===== config.mk =====
export PLATFORM = sky130hd
export DESIGN_NAME = madc_scale
export DESIGN_NICKNAME = d
export VERILOG_FILES = /design/src/hdl/madc_pkg.sv /design/src/hdl/madc_scale.sv
export SDC_FILE = /design/constraint.sdc
export NUM_CORES = 2
export LEC_CHECK = 0
export BUFFER_PORTS_ARGS = -buffer_cell sky130_fd_sc_hd__buf_2
export CAP_MARGIN = 20
export CORE_MARGIN = 1
export CORE_UTILIZATION = 34
export CTS_CLUSTER_DIAMETER = 30
export CTS_CLUSTER_SIZE = 14
export DETAILED_ROUTE_END_ITERATION = 16
export GPL_ROUTABILITY_DRIVEN = 0
export PLACE_DENSITY = 0.45
export SYNTH_ARGS = -nofsm -noshare
export SYNTH_HDL_FRONTEND = slang
export SYNTH_SLANG_ARGS = --single-unit

===== constraint.sdc =====
create_clock -name clk -period 12.8 [get_ports clk]
set_input_delay 2.56 -clock clk [delete_from_list [all_inputs] [get_ports clk]]
set_output_delay 2.56 -clock clk [all_outputs]
set_load 0.02 [all_outputs]

===== src/hdl/madc_pkg.sv =====
// Shared types, register indexes and arithmetic helpers of the motor ADC current conditioner.
`timescale 1ns / 1ps

package madc_pkg;

	localparam int CFG_DATA_W = 16;
	localparam int CFG_IDX_W  = 3;

	localparam logic [CFG_IDX_W-1:0] REG_AUTO_ZERO  = 3'd0;
	localparam logic [CFG_IDX_W-1:0] REG_PHASE_GAIN = 3'd1;
	localparam logic [CFG_IDX_W-1:0] REG_BUS_GAIN   = 3'd2;
	localparam logic [CFG_IDX_W-1:0] REG_VOLT_MULT  = 3'd3;
	localparam logic [CFG_IDX_W-1:0] REG_VOLT_BIAS  = 3'd4;

	localparam logic [15:0] GAIN_RESET = 16'd256;

	localparam int NCH    = 3;
	localparam int CH_U   = 0;
	localparam int CH_V   = 1;
	localparam int CH_BUS = 2;

	localparam int OUT_DEPTH = 16;
	localparam int OUT_CNT_W = 5;

	localparam logic signed [13:0] LP_ALPHA = 14'sd3277;

	typedef struct packed {
		logic        [15:0] phase_gain;
		logic        [15:0] bus_gain;
		logic        [15:0] volt_mult;
		logic signed [15:0] volt_bias;
	} scale_cfg_t;

	typedef struct packed {
		logic signed [15:0] bus_current_filtered;
		logic signed [15:0] phase_u_current;
		logic signed [15:0] phase_v_current;
		logic signed [15:0] phase_w_current;
		logic signed [15:0] bus_voltage_filtered;
	} result_t;

	function automatic logic signed [15:0] sat16(input logic signed [47:0] v);
		logic signed [15:0] r;
		if (v > 48'sd32767) begin
			r = 16'sh7fff;
		end else if (v < -48'sd32768) begin
			r = 16'sh8000;
		end else begin
			r = v[15:0];
		end
		return r;
	endfunction

endpackage


===== src/hdl/madc_scale.sv =====
// Gain scaling, saturation, phase W derivation and low-pass filters.
`timescale 1ns / 1ps

module madc_scale #(
	parameter int SAMPLE_BITS = 12
) (
	input  logic                                      clk,
	input  logic                                      arst_n,
	input  logic                                      valid_i,
	input  logic [madc_pkg::NCH-1:0][SAMPLE_BITS-1:0] samp_i,
	input  logic [madc_pkg::NCH-1:0][SAMPLE_BITS-1:0] off_i,
	input  logic [SAMPLE_BITS-1:0]                    vbus_i,
	input  madc_pkg::scale_cfg_t                      cfg,
	output logic                                      valid_o,
	output madc_pkg::result_t                         res_o
);
	import madc_pkg::*;

	localparam int PRW = SAMPLE_BITS + 18;
	localparam int VPW = SAMPLE_BITS + 16;

	function automatic logic signed [31:0] lp_next(input logic signed [31:0] s,
		input logic signed [15:0] x);
		logic signed [47:0] d;
		logic signed [47:0] p;
		d = $signed({{16{x[15]}}, x, 16'h0000}) - 48'(s);
		p = d * 48'(LP_ALPHA);
		return s + p[47:16];
	endfunction

	logic                       v_s6, v_s7, v_s8;
	logic signed [SAMPLE_BITS:0] diff [NCH];
	logic signed [PRW-1:0]      diff_x [NCH];
	logic signed [PRW-1:0]      gain_x [NCH];
	logic signed [PRW-1:0]      prod_s6 [NCH];
	logic        [VPW-1:0]      vprod_s6;
	logic signed [15:0]         cur [NCH];
	logic signed [15:0]         cur_s7 [NCH];
	logic signed [47:0]         vsh_x, bias_x, uv_x;
	logic signed [15:0]         vb, vb_s7;
	logic signed [31:0]         lpb_q, lpv_q, lpb_nx, lpv_nx;
	result_t                    res_s8;

	always_comb begin
		for (int c = 0; c < NCH; c++) begin
			diff[c]   = $signed({1'b0, samp_i[c]}) - $signed({1'b0, off_i[c]});
			diff_x[c] = PRW'(diff[c]);
			gain_x[c] = (c == CH_BUS) ? PRW'($signed({1'b0, cfg.bus_gain}))
			                          : PRW'($signed({1'b0, cfg.phase_gain}));
			cur[c]    = sat16(48'(prod_s6[c] >>> SAMPLE_BITS));
		end
		vsh_x  = $signed(48'(vprod_s6 >> 16));
		bias_x = 48'(cfg.volt_bias);
		vb     = sat16(vsh_x + bias_x);
		uv_x   = 48'(cur_s7[CH_U]) + 48'(cur_s7[CH_V]);
		lpb_nx = lp_next(lpb_q, cur_s7[CH_BUS]);
		lpv_nx = lp_next(lpv_q, vb_s7);
	end

	always_ff @(posedge clk) begin
		for (int c = 0; c < NCH; c++) begin
			prod_s6[c] <= diff_x[c] * gain_x[c];
			cur_s7[c]  <= cur[c];
		end
		vprod_s6 <= VPW'(vbus_i) * VPW'(cfg.volt_mult);
		vb_s7    <= vb;
		res_s8.bus_current_filtered <= lpb_nx[31:16];
		res_s8.phase_u_current      <= cur_s7[CH_U];
		res_s8.phase_v_current      <= cur_s7[CH_V];
		res_s8.phase_w_current      <= sat16(-uv_x);
		res_s8.bus_voltage_filtered <= lpv_nx[31:16];
	end

	always_ff @(posedge clk or negedge arst_n) begin
		if (!arst_n) begin
			v_s6  <= 1'b0;
			v_s7  <= 1'b0;
			v_s8  <= 1'b0;
			lpb_q <= '0;
			lpv_q <= '0;
		end else begin
			v_s6 <= valid_i;
			v_s7 <= v_s6;
			v_s8 <= v_s7;
			if (v_s7) begin
				lpb_q <= lpb_nx;
				lpv_q <= lpv_nx;
			end
		end
	end

	assign valid_o = v_s8;
	assign res_o   = res_s8;

	a_lp_out: assert property (@(posedge clk) disable iff (!arst_n)
		v_s7 |=> (lpb_q[31:16] == res_s8.bus_current_filtered) &&
		         (lpv_q[31:16] == res_s8.bus_voltage_filtered))
		else $error("filter output out of step with filter state");

endmodule


==> impl_metrics.csv <==
group,metric,value,unit
outcome,outcome,"finished clean",
worst_hold_path,hold_start,"v_s6$_DFF_PN0_",
clock_network,path_clk_slew,0.04,ns
sta,slew_headroom,26.5,%
global_routing,antenna_found_initial,7,
synthesis,avgSynthCellArea,8.81,um2
final_layout,nFillCells,16749,
final_layout,drive_above_1_share,7.74,%
routing,avgRoutedWirePerCell,16.8,um
clock_network,cts-htree-levels,3,
clock_network,postCtsResizedCells,0,
die,start_util,34.2,%
routing,drc,0,
sta,finalSetupViolations,0,
global_routing,grt_max_degree,51,
die,fp.dieH,406,um
die,placementRows,148,
flow_run,cap_viol_max_count,0,
synthesis,synth.most_common_cell,"inv_1",
worst_hold_path,min_path_type,"flip-flop to flip-flop",
routing,dr.pass1.iters,5,
synthesis,yosysTopAreaCellShare,31.0,%
synthesis,synthArstFlopShare,24.2,%
sta,rsz0062_at_grt,"no",
setup_path,cp_max_fo,9,
clock_network,ctsHoldBuffers,0,
synthesis,synth_top_area_cell,"fa_1",
setup_path,slowest_delay,0.86,ns
placement,port_buffers,231,
synthesis,ys_top_cells_by_area,"fa_1 31%, ha_1 18%, inv_1 9.2%",
setup_path,reg2reg_to,"lpb_q[31]$_DFFE_PN0P_",
clock_network,postCtsSetupBuffers,0,
sta,period_minus_slack,11.45,ns
sta,holdWs,0.344,ns
setup_path,critPathSlowestCell,"a211oi_1",
setup_path,setup.worst_path.start_class,"flip-flop",
die,die_x,406,um
synthesis,netlist_area,55600,um2
sta,tns,0,ns
worst_hold_path,holdPathStages,0,
setup_path,r2r_slack,1.35,ns
worst_hold_path,whs_endpoint,"v_s7$_DFF_PN0_",
synthesis,ys_seq_area_share,10.6,%
clock_network,cts_sinks,277,
setup_path,cp.required,13.32,ns
sta,worstMarginPinSlew,1.10,ns
synthesis,ys_ff_latch,277,
setup_path,crit_path_end_kind,"flip-flop",
final_layout,layout.nets,8302,
global_routing,grt_use_total,18.3,%
sta,finalMaxSlewViolations,0,
global_routing,grt_overflow,0,
setup_path,path_common_cell,"a21o_1",
synthesis,synth_cell_type_count,88,
die,io_pins,232,
synthesis,syn_inst,6315,
synthesis,synth.top_cells.by_count,"1,357 x inv_1, 862 x fa_1, 821 x ha_1, 683 x nand2_1, 318 x nor2_1",
clock_network,clockRootBuffer,"clkbuf_16",
sta,period_share,89.5,%
die,dieArea,165000,um2
global_routing,grt_first_pass_wirelength,239000,um
clock_network,clk_latency,0.65,ns
routing,ant_nets,0,
routing,wl,147000,um
clock_network,clk_path_buf_depth,3,
synthesis,yosysWarnings,0,
clock_network,cts_buffers,72,
sta,fin_skew,0.0358,ns
routing,vias,40488,
placement,dp_hpwl,122000,um
setup_path,arrival,11.98,ns
die,core,163000,um2
synthesis,syn_nets,8149,
sta,max_freq,87.3,MHz
global_routing,first_global_vias,43249,
setup_path,worstSetupPathType,"flip-flop to flip-flop",
setup_path,ff2ff_path_depth,39,
routing,drt_iter0_markers,1754,
synthesis,synth_ff_type,"dfxtp_1",
setup_path,r2r_start,"lpb_q[3]$_DFFE_PN0P_",
sta,hold_viol,0,
routing,vias_per_cell,4.65,
final_layout,syn_to_final_growth,10.7,%
synthesis,synth-edff-count,0,
clock_network,cts_tree,"done",
worst max path at each step:
stage / start / to / slack (ns)
2_1_floorplan: off_i[1] / prod_s6[0][29]$_DFF_P_ / 2.27
3_3_place_gp: lpb_q[3]$_DFFE_PN0P_ / lpb_q[31]$_DFFE_PN0P_ / 1.31
3_5_place_dp: samp_i[24] / prod_s6[0][89]$_DFF_P_ / 1.38
4_1_cts: lpb_q[3]$_DFFE_PN0P_ / lpb_q[31]$_DFFE_PN0P_ / 1.37
5_1_grt: lpb_q[3]$_DFFE_PN0P_ / lpb_q[31]$_DFFE_PN0P_ / 0.48
6_report: lpb_q[3]$_DFFE_PN0P_ / lpb_q[31]$_DFFE_PN0P_ / 1.35
layout by cell type (no fill, tap or decap), drive strengths merged, types with 75 or more instances in the layout:
| master | Yosys | layout |
|---|---|---|
| buf | 11 | 270 |
| nor2b | 75 | 75 |
| nor2 | 318 | 318 |
| nand2b | 114 | 114 |
| xnor2 | 226 | 226 |
| xor2 | 117 | 117 |
| and2 | 226 | 226 |
| fa | 862 | 862 |
| a21oi | 217 | 217 |
| ha | 821 | 821 |
| a21o | 140 | 140 |
| inv | 1359 | 1376 |
| dfxtp | 210 | 210 |
| o21ai | 158 | 158 |
| clkbuf | 180 | 89 |
| nand2 | 683 | 683 |
critical path: cells and delay by family, from the launching register on:
kind	cells	cell delay, ns
buffers and inverters	4	0.20
xor gates and xnor gates	4	1.15
and+or+nand+nor	7	1.99
AOI/OAI and AO/OA	17	4.66
DFF	1	0.48
adders and majority gates	7	2.82
flip-flops by register name, summed over array words and instances, names as in the netlist, 12 cells and up:
name and cells:
res_o 80, prod_s6 54, cur_s7 48, lpb_q 32, lpv_q 32, vb_s7 16, vprod_s6 12
metrics by stage:
stage / area (um2) / setup WS [ns] / std cells / utilization (%)
2_1_floorplan: 55600 / 2.27 / 6315 / -
3_3_place_gp: 59100 / 1.31 / 8568 / 36.4
3_5_place_dp: 59100 / 1.38 / 8568 / 36.4
4_1_cts: 61600 / 1.37 / 8700 / 37.9
5_1_grt: 61600 / 0.476 / 8701 / 37.9
6_report: 61600 / 1.35 / 8704 / 37.9
kinds of logic after synthesis:
logic type	synth area share, %
multiplexers	1.73
AND/OR/NAND/NOR	13.8
flip-flops	10.6
adder cells (fa/ha/maj)	49.5
AO/OA/AOI/OAI	8.53
XOR/XNOR	5.44
buffers and inverters	10.5
metal layers:
metal	GRT usage, %	wire length, um
met5	0	11
met4	3.18	1980
met3	1.74	3930
met2	30.0	67100
met1	26.3	73500
cell type report:
| cell class | count | area [um2] | area share (%) |
|---|---|---|---|
| diodes | 3 | 7.51 | 0.0122 |
| clock buffers | 89 | 1930 | 3.13 |
| clock inverters | 43 | 549 | 0.892 |
| inverters | 1360 | 5100 | 8.29 |
| multi-input cells | 4487 | 43900 | 71.4 |
| flip-flops and latches | 277 | 5880 | 9.55 |
| well taps | 2175 | 2720 | 4.42 |
| repair buffers | 270 | 1450 | 2.36 |
Power is not shown: default switching activity piles up to over one toggle a cycle in this logic, so the estimate is an artifact.
