**config.mk**
```make
export PLATFORM = sky130hd
export DESIGN_NAME = madc_ring
export DESIGN_NICKNAME = d
export VERILOG_FILES = /design/src/hdl/madc_pkg.sv /design/src/hdl/madc_ring.sv
export SDC_FILE = /design/constraint.sdc
export NUM_CORES = 2
export LEC_CHECK = 0
export BUFFER_PORTS_ARGS = -buffer_cell sky130_fd_sc_hd__buf_4
export CORE_MARGIN = 4
export CORE_UTILIZATION = 30
export CTS_CLUSTER_DIAMETER = 40
export DETAILED_ROUTE_END_ITERATION = 12
export PLACE_DENSITY_LB_ADDON = 0.1
export SETUP_SLACK_MARGIN = 0.15
export SYNTH_ARGS = -nofsm -noshare
export SYNTH_HDL_FRONTEND = slang
export SYNTH_SLANG_ARGS = --single-unit
```
**constraint.sdc**
```tcl
create_clock -name clk -period 3.9 [get_ports clk]
set_input_delay 0.195 -clock clk [delete_from_list [all_inputs] [get_ports clk]]
set_output_delay 0.195 -clock clk [all_outputs]
set_load 0.01 [all_outputs]
```
**src/hdl/madc_pkg.sv**
```systemverilog
// Shared types, register indexes and arithmetic helpers of the motor ADC current conditioner.
`timescale 1ns / 1ps

package madc_pkg;

	localparam int CFG_DATA_W = 16;
	localparam int CFG_IDX_W  = 3;

	localparam logic [CFG_IDX_W-1:0] REG_AUTO_ZERO  = 3'd0;
	localparam logic [CFG_IDX_W-1:0] REG_PHASE_GAIN = 3'd1;
	localparam logic [CFG_IDX_W-1:0] REG_BUS_GAIN   = 3'd2;
	localparam logic [CFG_IDX_W-1:0] REG_VOLT_MULT  = 3'd3;
	localparam logic [CFG_IDX_W-1:0] REG_VOLT_BIAS  = 3'd4;

	localparam logic [15:0] GAIN_RESET = 16'd256;

	localparam int NCH    = 3;
	localparam int CH_U   = 0;
	localparam int CH_V   = 1;
	localparam int CH_BUS = 2;

	localparam int OUT_DEPTH = 16;
	localparam int OUT_CNT_W = 5;

	localparam logic signed [13:0] LP_ALPHA = 14'sd3277;

	typedef struct packed {
		logic        [15:0] phase_gain;
		logic        [15:0] bus_gain;
		logic        [15:0] volt_mult;
		logic signed [15:0] volt_bias;
	} scale_cfg_t;

	typedef struct packed {
		logic signed [15:0] bus_current_filtered;
		logic signed [15:0] phase_u_current;
		logic signed [15:0] phase_v_current;
		logic signed [15:0] phase_w_current;
		logic signed [15:0] bus_voltage_filtered;
	} result_t;

	function automatic logic signed [15:0] sat16(input logic signed [47:0] v);
		logic signed [15:0] r;
		if (v > 48'sd32767) begin
			r = 16'sh7fff;
		end else if (v < -48'sd32768) begin
			r = 16'sh8000;
		end else begin
			r = v[15:0];
		end
		return r;
	endfunction

endpackage

```
**src/hdl/madc_ring.sv**
```systemverilog
// Sample rings in one memory, running sums, ring-average divider and offset registers.
`timescale 1ns / 1ps

module madc_ring #(
	parameter int RING_DEPTH  = 64,
	parameter int SAMPLE_BITS = 12
) (
	input  logic                                          clk,
	input  logic                                          arst_n,
	input  logic                                          push,
	input  logic                                          auto_zero,
	input  logic [madc_pkg::NCH-1:0][SAMPLE_BITS-1:0]     samp_in,
	input  logic [SAMPLE_BITS-1:0]                        vbus_in,
	output logic                                          valid_o,
	output logic [madc_pkg::NCH-1:0][SAMPLE_BITS-1:0]     samp_o,
	output logic [madc_pkg::NCH-1:0][SAMPLE_BITS-1:0]     off_o,
	output logic [SAMPLE_BITS-1:0]                        vbus_o
);
	import madc_pkg::*;

	localparam int PW   = $clog2(RING_DEPTH);
	localparam int SUMW = SAMPLE_BITS + PW;
	localparam int PDW  = 2 * SUMW;
	localparam logic [SUMW-1:0] RECIP    = SUMW'((64'd1 << SUMW) / RING_DEPTH);
	localparam logic [SUMW-1:0] DEPTH_C  = SUMW'(RING_DEPTH);
	localparam logic [SUMW-1:0] REM_LIM  = SUMW'(2 * RING_DEPTH);
	localparam logic [SUMW-1:0] SUM_MAX  = SUMW'(((1 << SAMPLE_BITS) - 1) * RING_DEPTH);
	localparam logic [PW-1:0]   POS_LAST = PW'(RING_DEPTH - 1);
	localparam logic [SAMPLE_BITS-1:0] MID = {1'b1, {(SAMPLE_BITS-1){1'b0}}};

	logic [NCH-1:0][SAMPLE_BITS-1:0] mem [RING_DEPTH];

	logic [PW-1:0] pos_q;
	logic          filled_q;
	logic          v_s1, v_s2, v_s3, v_s4, v_s5;

	logic [NCH-1:0][SAMPLE_BITS-1:0] old_s1, samp_s1, samp_s2, samp_s3, samp_s4, samp_s5;
	logic [SAMPLE_BITS-1:0]          vbus_s1, vbus_s2, vbus_s3, vbus_s4, vbus_s5;
	logic                            filled_s1;

	logic [NCH-1:0][SUMW-1:0]        sum_q, sum_nx, sum_s2, sum_s3, sum_s4;
	logic [NCH-1:0][PDW-1:0]         prod_s3;
	logic [NCH-1:0][SAMPLE_BITS-1:0] q0, q0_s4, q, off_nx, off_q, off_s5;
	logic [NCH-1:0][SUMW-1:0]        qd, qd_s4, rem;
	logic [NCH-1:0][SAMPLE_BITS-1:0] old_eff;
	logic                            sum_ok, rem_ok;

	always_ff @(posedge clk) begin
		if (push) begin
			mem[pos_q] <= samp_in;
			old_s1     <= mem[pos_q];
		end
	end

	always_comb begin
		sum_ok = 1'b1;
		rem_ok = 1'b1;
		for (int c = 0; c < NCH; c++) begin
			old_eff[c] = filled_s1 ? old_s1[c] : '0;
			sum_nx[c]  = sum_q[c] - SUMW'(old_eff[c]) + SUMW'(samp_s1[c]);
			q0[c]      = prod_s3[c][SUMW +: SAMPLE_BITS];
			qd[c]      = SUMW'(q0[c]) * DEPTH_C;
			rem[c]     = sum_s4[c] - qd_s4[c];
			q[c]       = q0_s4[c] + SAMPLE_BITS'(rem[c] >= DEPTH_C);
			off_nx[c]  = auto_zero ? q[c] : off_q[c];
			if (sum_q[c] > SUM_MAX) begin
				sum_ok = 1'b0;
			end
			if (rem[c] >= REM_LIM) begin
				rem_ok = 1'b0;
			end
		end
	end

	always_ff @(posedge clk) begin
		samp_s1   <= samp_in;
		vbus_s1   <= vbus_in;
		filled_s1 <= filled_q;
		samp_s2   <= samp_s1;
		vbus_s2   <= vbus_s1;
		sum_s2    <= sum_nx;
		samp_s3   <= samp_s2;
		vbus_s3   <= vbus_s2;
		sum_s3    <= sum_s2;
		for (int c = 0; c < NCH; c++) begin
			prod_s3[c] <= PDW'(sum_s2[c]) * PDW'(RECIP);
		end
		samp_s4   <= samp_s3;
		vbus_s4   <= vbus_s3;
		sum_s4    <= sum_s3;
		q0_s4     <= q0;
		qd_s4     <= qd;
		samp_s5   <= samp_s4;
		vbus_s5   <= vbus_s4;
		off_s5    <= off_nx;
	end

	always_ff @(posedge clk or negedge arst_n) begin
		if (!arst_n) begin
			pos_q    <= '0;
			filled_q <= 1'b0;
			v_s1     <= 1'b0;
			v_s2     <= 1'b0;
			v_s3     <= 1'b0;
			v_s4     <= 1'b0;
			v_s5     <= 1'b0;
			sum_q    <= '0;
			off_q    <= {NCH{MID}};
		end else begin
			v_s1 <= push;
			v_s2 <= v_s1;
			v_s3 <= v_s2;
			v_s4 <= v_s3;
			v_s5 <= v_s4;
			if (push) begin
				if (pos_q == POS_LAST) begin
					pos_q    <= '0;
					filled_q <= 1'b1;
				end else begin
					pos_q <= pos_q + 1'b1;
				end
			end
			if (v_s1) begin
				sum_q <= sum_nx;
			end
			if (v_s4) begin
				off_q <= off_nx;
			end
		end
	end

	assign valid_o = v_s5;
	assign samp_o  = samp_s5;
	assign off_o   = off_s5;
	assign vbus_o  = vbus_s5;

	a_pos_range: assert property (@(posedge clk) disable iff (!arst_n) pos_q <= POS_LAST)
		else $error("ring position out of range");
	a_sum_range: assert property (@(posedge clk) disable iff (!arst_n) v_s2 |-> sum_ok)
		else $error("running sum exceeds full ring of full-scale samples");
	a_div_fix: assert property (@(posedge clk) disable iff (!arst_n) v_s4 |-> rem_ok)
		else $error("reciprocal quotient off by more than one");

endmodule

```
==> flow_summary.toml <==
[grt]
first_global_vias = 61260
grt_antenna_before_repair = 43
grt_start_max_net_pins = 75
global_route.overflow_total = 0
grt_pass1_wl_um = 546900
globalRouteTotalUtil = 0.2211

[sta]
setup-tns-final_ns = 0
layout_worst_path_cycle_share = 0.9541
worst_clock_skew_ns = 0.06793
timing_worst_slew_pin_value_ns = 1.266
fmax_mhz = 268.8
final-setup-viol-count = 0
maxSlewViolCount = 0
grt_setup_unrepaired = "true"
slew_headroom = 0.1536
report.final.hold_viol_count = 0
period_minus_slack_ns = 3.721

[cells_and_area]
area_delta_synth_final_pct = 27.07
stdcell_count = 11650
final_stage_net_count = 6785
layout.core_utilization = 0.3824
multi_input_comb_area_um2 = 22790
sequential_cell_area_um2 = 80550
n_fill_cell = 32120
layout-drive-gt1-share = 0.2815

[worst_setup_path]
critical-path-top-cell-by-count = "buf_4"
critPathCaptureType = "flop"
worst-endpoint-arrival_ns = 4.46
crit_slowest_cell = "dfrtp_4"
cp_data_required_time_ns = 4.64
worstSetupPathType = "reg2reg"
crit_buf_inv = 3
timing.critical_path.fanout_max = 16
critical_path.startpoint_type = "flop"
slowest_delay_ns = 0.74
critical_path_cell_by_cell = "buf_4 > nor3_2 > a22o_1 > o311ai_0 > buf_4 > o221ai_1 > or4_1 > buf_12"
critPathTopFamily = "compound AO/OA/AOI/OAI gates"

[cts]
htree_levels = 5
path_clk_slew_ns = 0.06
worstSkewPairLatency_ns = 1.01
clockBufferDepth = 4
clkSinkCount = 2827
number_of_buffers_inserted_to_repair_setup_after_cts = 0
tritoncts = "built"
clockRootBuffer = "clkbuf_16"
numCtsBuffers = 454

[floorplan]
die_width_um = 599.9
dieHeight_um = 599.9
initial_core_util = 0.3010
core.rowCount = 217
dieArea_um2 = 359800
io-pin-count = 137
fp.coreArea_um2 = 349200

[drt]
post_drt_wl_per_cell_um = 34.79
dr.pass1.iters = 7
routed-via-count = 61180
postRouteAntennaNets = 0
via_per_inst = 5.251
totalWireLength_um = 405300
drt_iter0_drc = 6609
detail_route.drc_violations = 0

[min_path]
class_of_the_tightest_hold_or_removal_check = "in2reg"

[synthesis]
synth_seq_area_share = 0.7663
post-synth-top-area-fraction = 0.6687
yosys.cell_count.top_type = "edfxtp_1"
synthesis.yosys.warnings = 0
yosysTopAreaCell = "edfxtp_1"
syn_area_um2 = 105100
synth_area_leaders = "edfxtp_1 67%, dfxtp_1 7.3%, mux4_2 5.1%, mux2_2 2.4%, dfrtp_1 2.4%"
yosysUniqueCellTypes = 77
ys_ff_latch = 2827
netlist_instances = 5815
yosys-top-cells-count = "2340 x edfxtp_1, 385 x dfxtp_1, 290 x nor2_1, 271 x a221oi_1, 238 x mux4_2"
synth-edff-count = 2340
synth_fp_nets = 5958
async_sr_flop_fraction = 0.03608
dominantRegCellSynth = "edfxtp_1"
postSynthAreaPerCell_um2 = 18.07

[pwr]
p_sw_w = 0.03330
irDropWorstVdd_uv = 400.1
clockPowerShare = 0.400
sw_frac_of_total = 0.3126
power_density_nw_per_um2 = 797.7
share_seq_of_total_power = 0.343
p_int_w = 0.07321
p_comb_frac = 0.256
power.static_leakage_nw = 45.89

[placed_design]
dpl.cell_count = 10720
port_buffer_cells = 136
detailed_place_hpwl_um = 244900
routabilityCongestion = 0.8190

[run_status]
outcome = "finished, final reports clean"

[job]
max_cap_violations = 0
-- final timing paths --
path / startpoint / to / depth (start not counted) / slack [ns]
max in group asynchronous: arst_n / pos_q[2] / 4 / 3.02
worst max register to register: pos_q[1] / old_s1[6] / 8 / 0.18
worst min register to register: vbus_s2[3] / vbus_s3[3] / 0 / 0.32
worst min-delay path: samp_in[14] / samp_s1[14] / 2 / 0.30
min in group asynchronous: arst_n / off_q[4] / 4 / 0.36
worst max-delay path: pos_q[1] / old_s1[6] / 8 / 0.18
-- metrics by stage --
stage          area, um^2  worst slack, ns  hold WS (ns)  total power, W
4_1_cts            133500           0.1797        0.1985          0.1074
6_report           133500           0.1791        0.2999          0.1065
2_1_floorplan      105100           0.1278       -0.1006         0.05079
5_1_grt            133500           0.1115        0.3038          0.1106
3_5_place_dp       116500           0.1877        0.3010         0.06439
3_3_place_gp       116500           0.1603        0.2995         0.06437
-- kinds of logic (layout without fill, tap and decap cells) --
family / Yosys count / in the layout / synth area share
other cells: 0 / 9 / 0
mux: 687 / 687 / 0.09735
fa+ha+maj: 91 / 91 / 0.01341
compound gates: 1028 / 1028 / 0.06934
simple gates: 639 / 639 / 0.02702
flops: 2827 / 2827 / 0.7663
xor+xnor: 41 / 41 / 0.003548
buf+inv: 502 / 1729 / 0.02300
-- final cells by class --
type | instances | area share
timing repair buffer | 697 | 0.05574
inverter | 176 | 0.005041
multi-input combinational | 2486 | 0.1707
antenna | 9 | 0.0001687
clock buffer | 526 | 0.08986
sequential | 2827 | 0.6032
tap | 4599 | 0.04309
clock inverter | 330 | 0.03222
-- layer usage --
layer / part of all wire / wire length (um) / global-route usage / up-vias
met5: 0.000084 / 34 / 0 / -
met4: 0.030 / 12140 / 0.06243 / 6
met3: 0.062 / 25060 / 0.03410 / 608
met2: 0.47 / 191000 / 0.3594 / 2467
met1: 0.44 / 177100 / 0.3075 / 33000
li1: - / - / - / 25090
-- power groups by stage --
stage          Combinational, W  Clock (W)  Sequential [W]
3_5_place_dp             0.0272          0          0.0372
5_1_grt                  0.0290     0.0448          0.0367
3_3_place_gp             0.0272          0          0.0371
4_1_cts                  0.0274     0.0434          0.0366
2_1_floorplan            0.0143          0          0.0365
6_report                 0.0273     0.0426          0.0366
-- placed cells by master (no fill, tap or decap), drive strengths merged, types with 153 or more instances in the layout --
cell,count
mux4,243
buf,633
nand2,163
nor2,291
inv,231
a221oi,274
clkbuf,526
edfxtp,2340
mux2,229
mux2i,215
o21ai,154
a21oi,188
clkinv,153
dfxtp,385
-- sequential cells by signal (all words and copies together) (netlist names), 22 cells and up --
signal   flops
sum_s2      36
off_o       36
sum_s4      22
mem       2304
samp_s4     36
off_q       36
samp_s2     36
sum_q       54
samp_s3     36
prod_s3     36
samp_o      36
old_s1      36
samp_s1     36
-- repair_timing --
action                                  in CTS  in global routing
endpoints found under the hold margin     2513                  0
hold buffers                                65                  0
endpoints found under the setup margin       0                  4
resized for setup                            0                  5
Power figures use the tool's default switching activity.
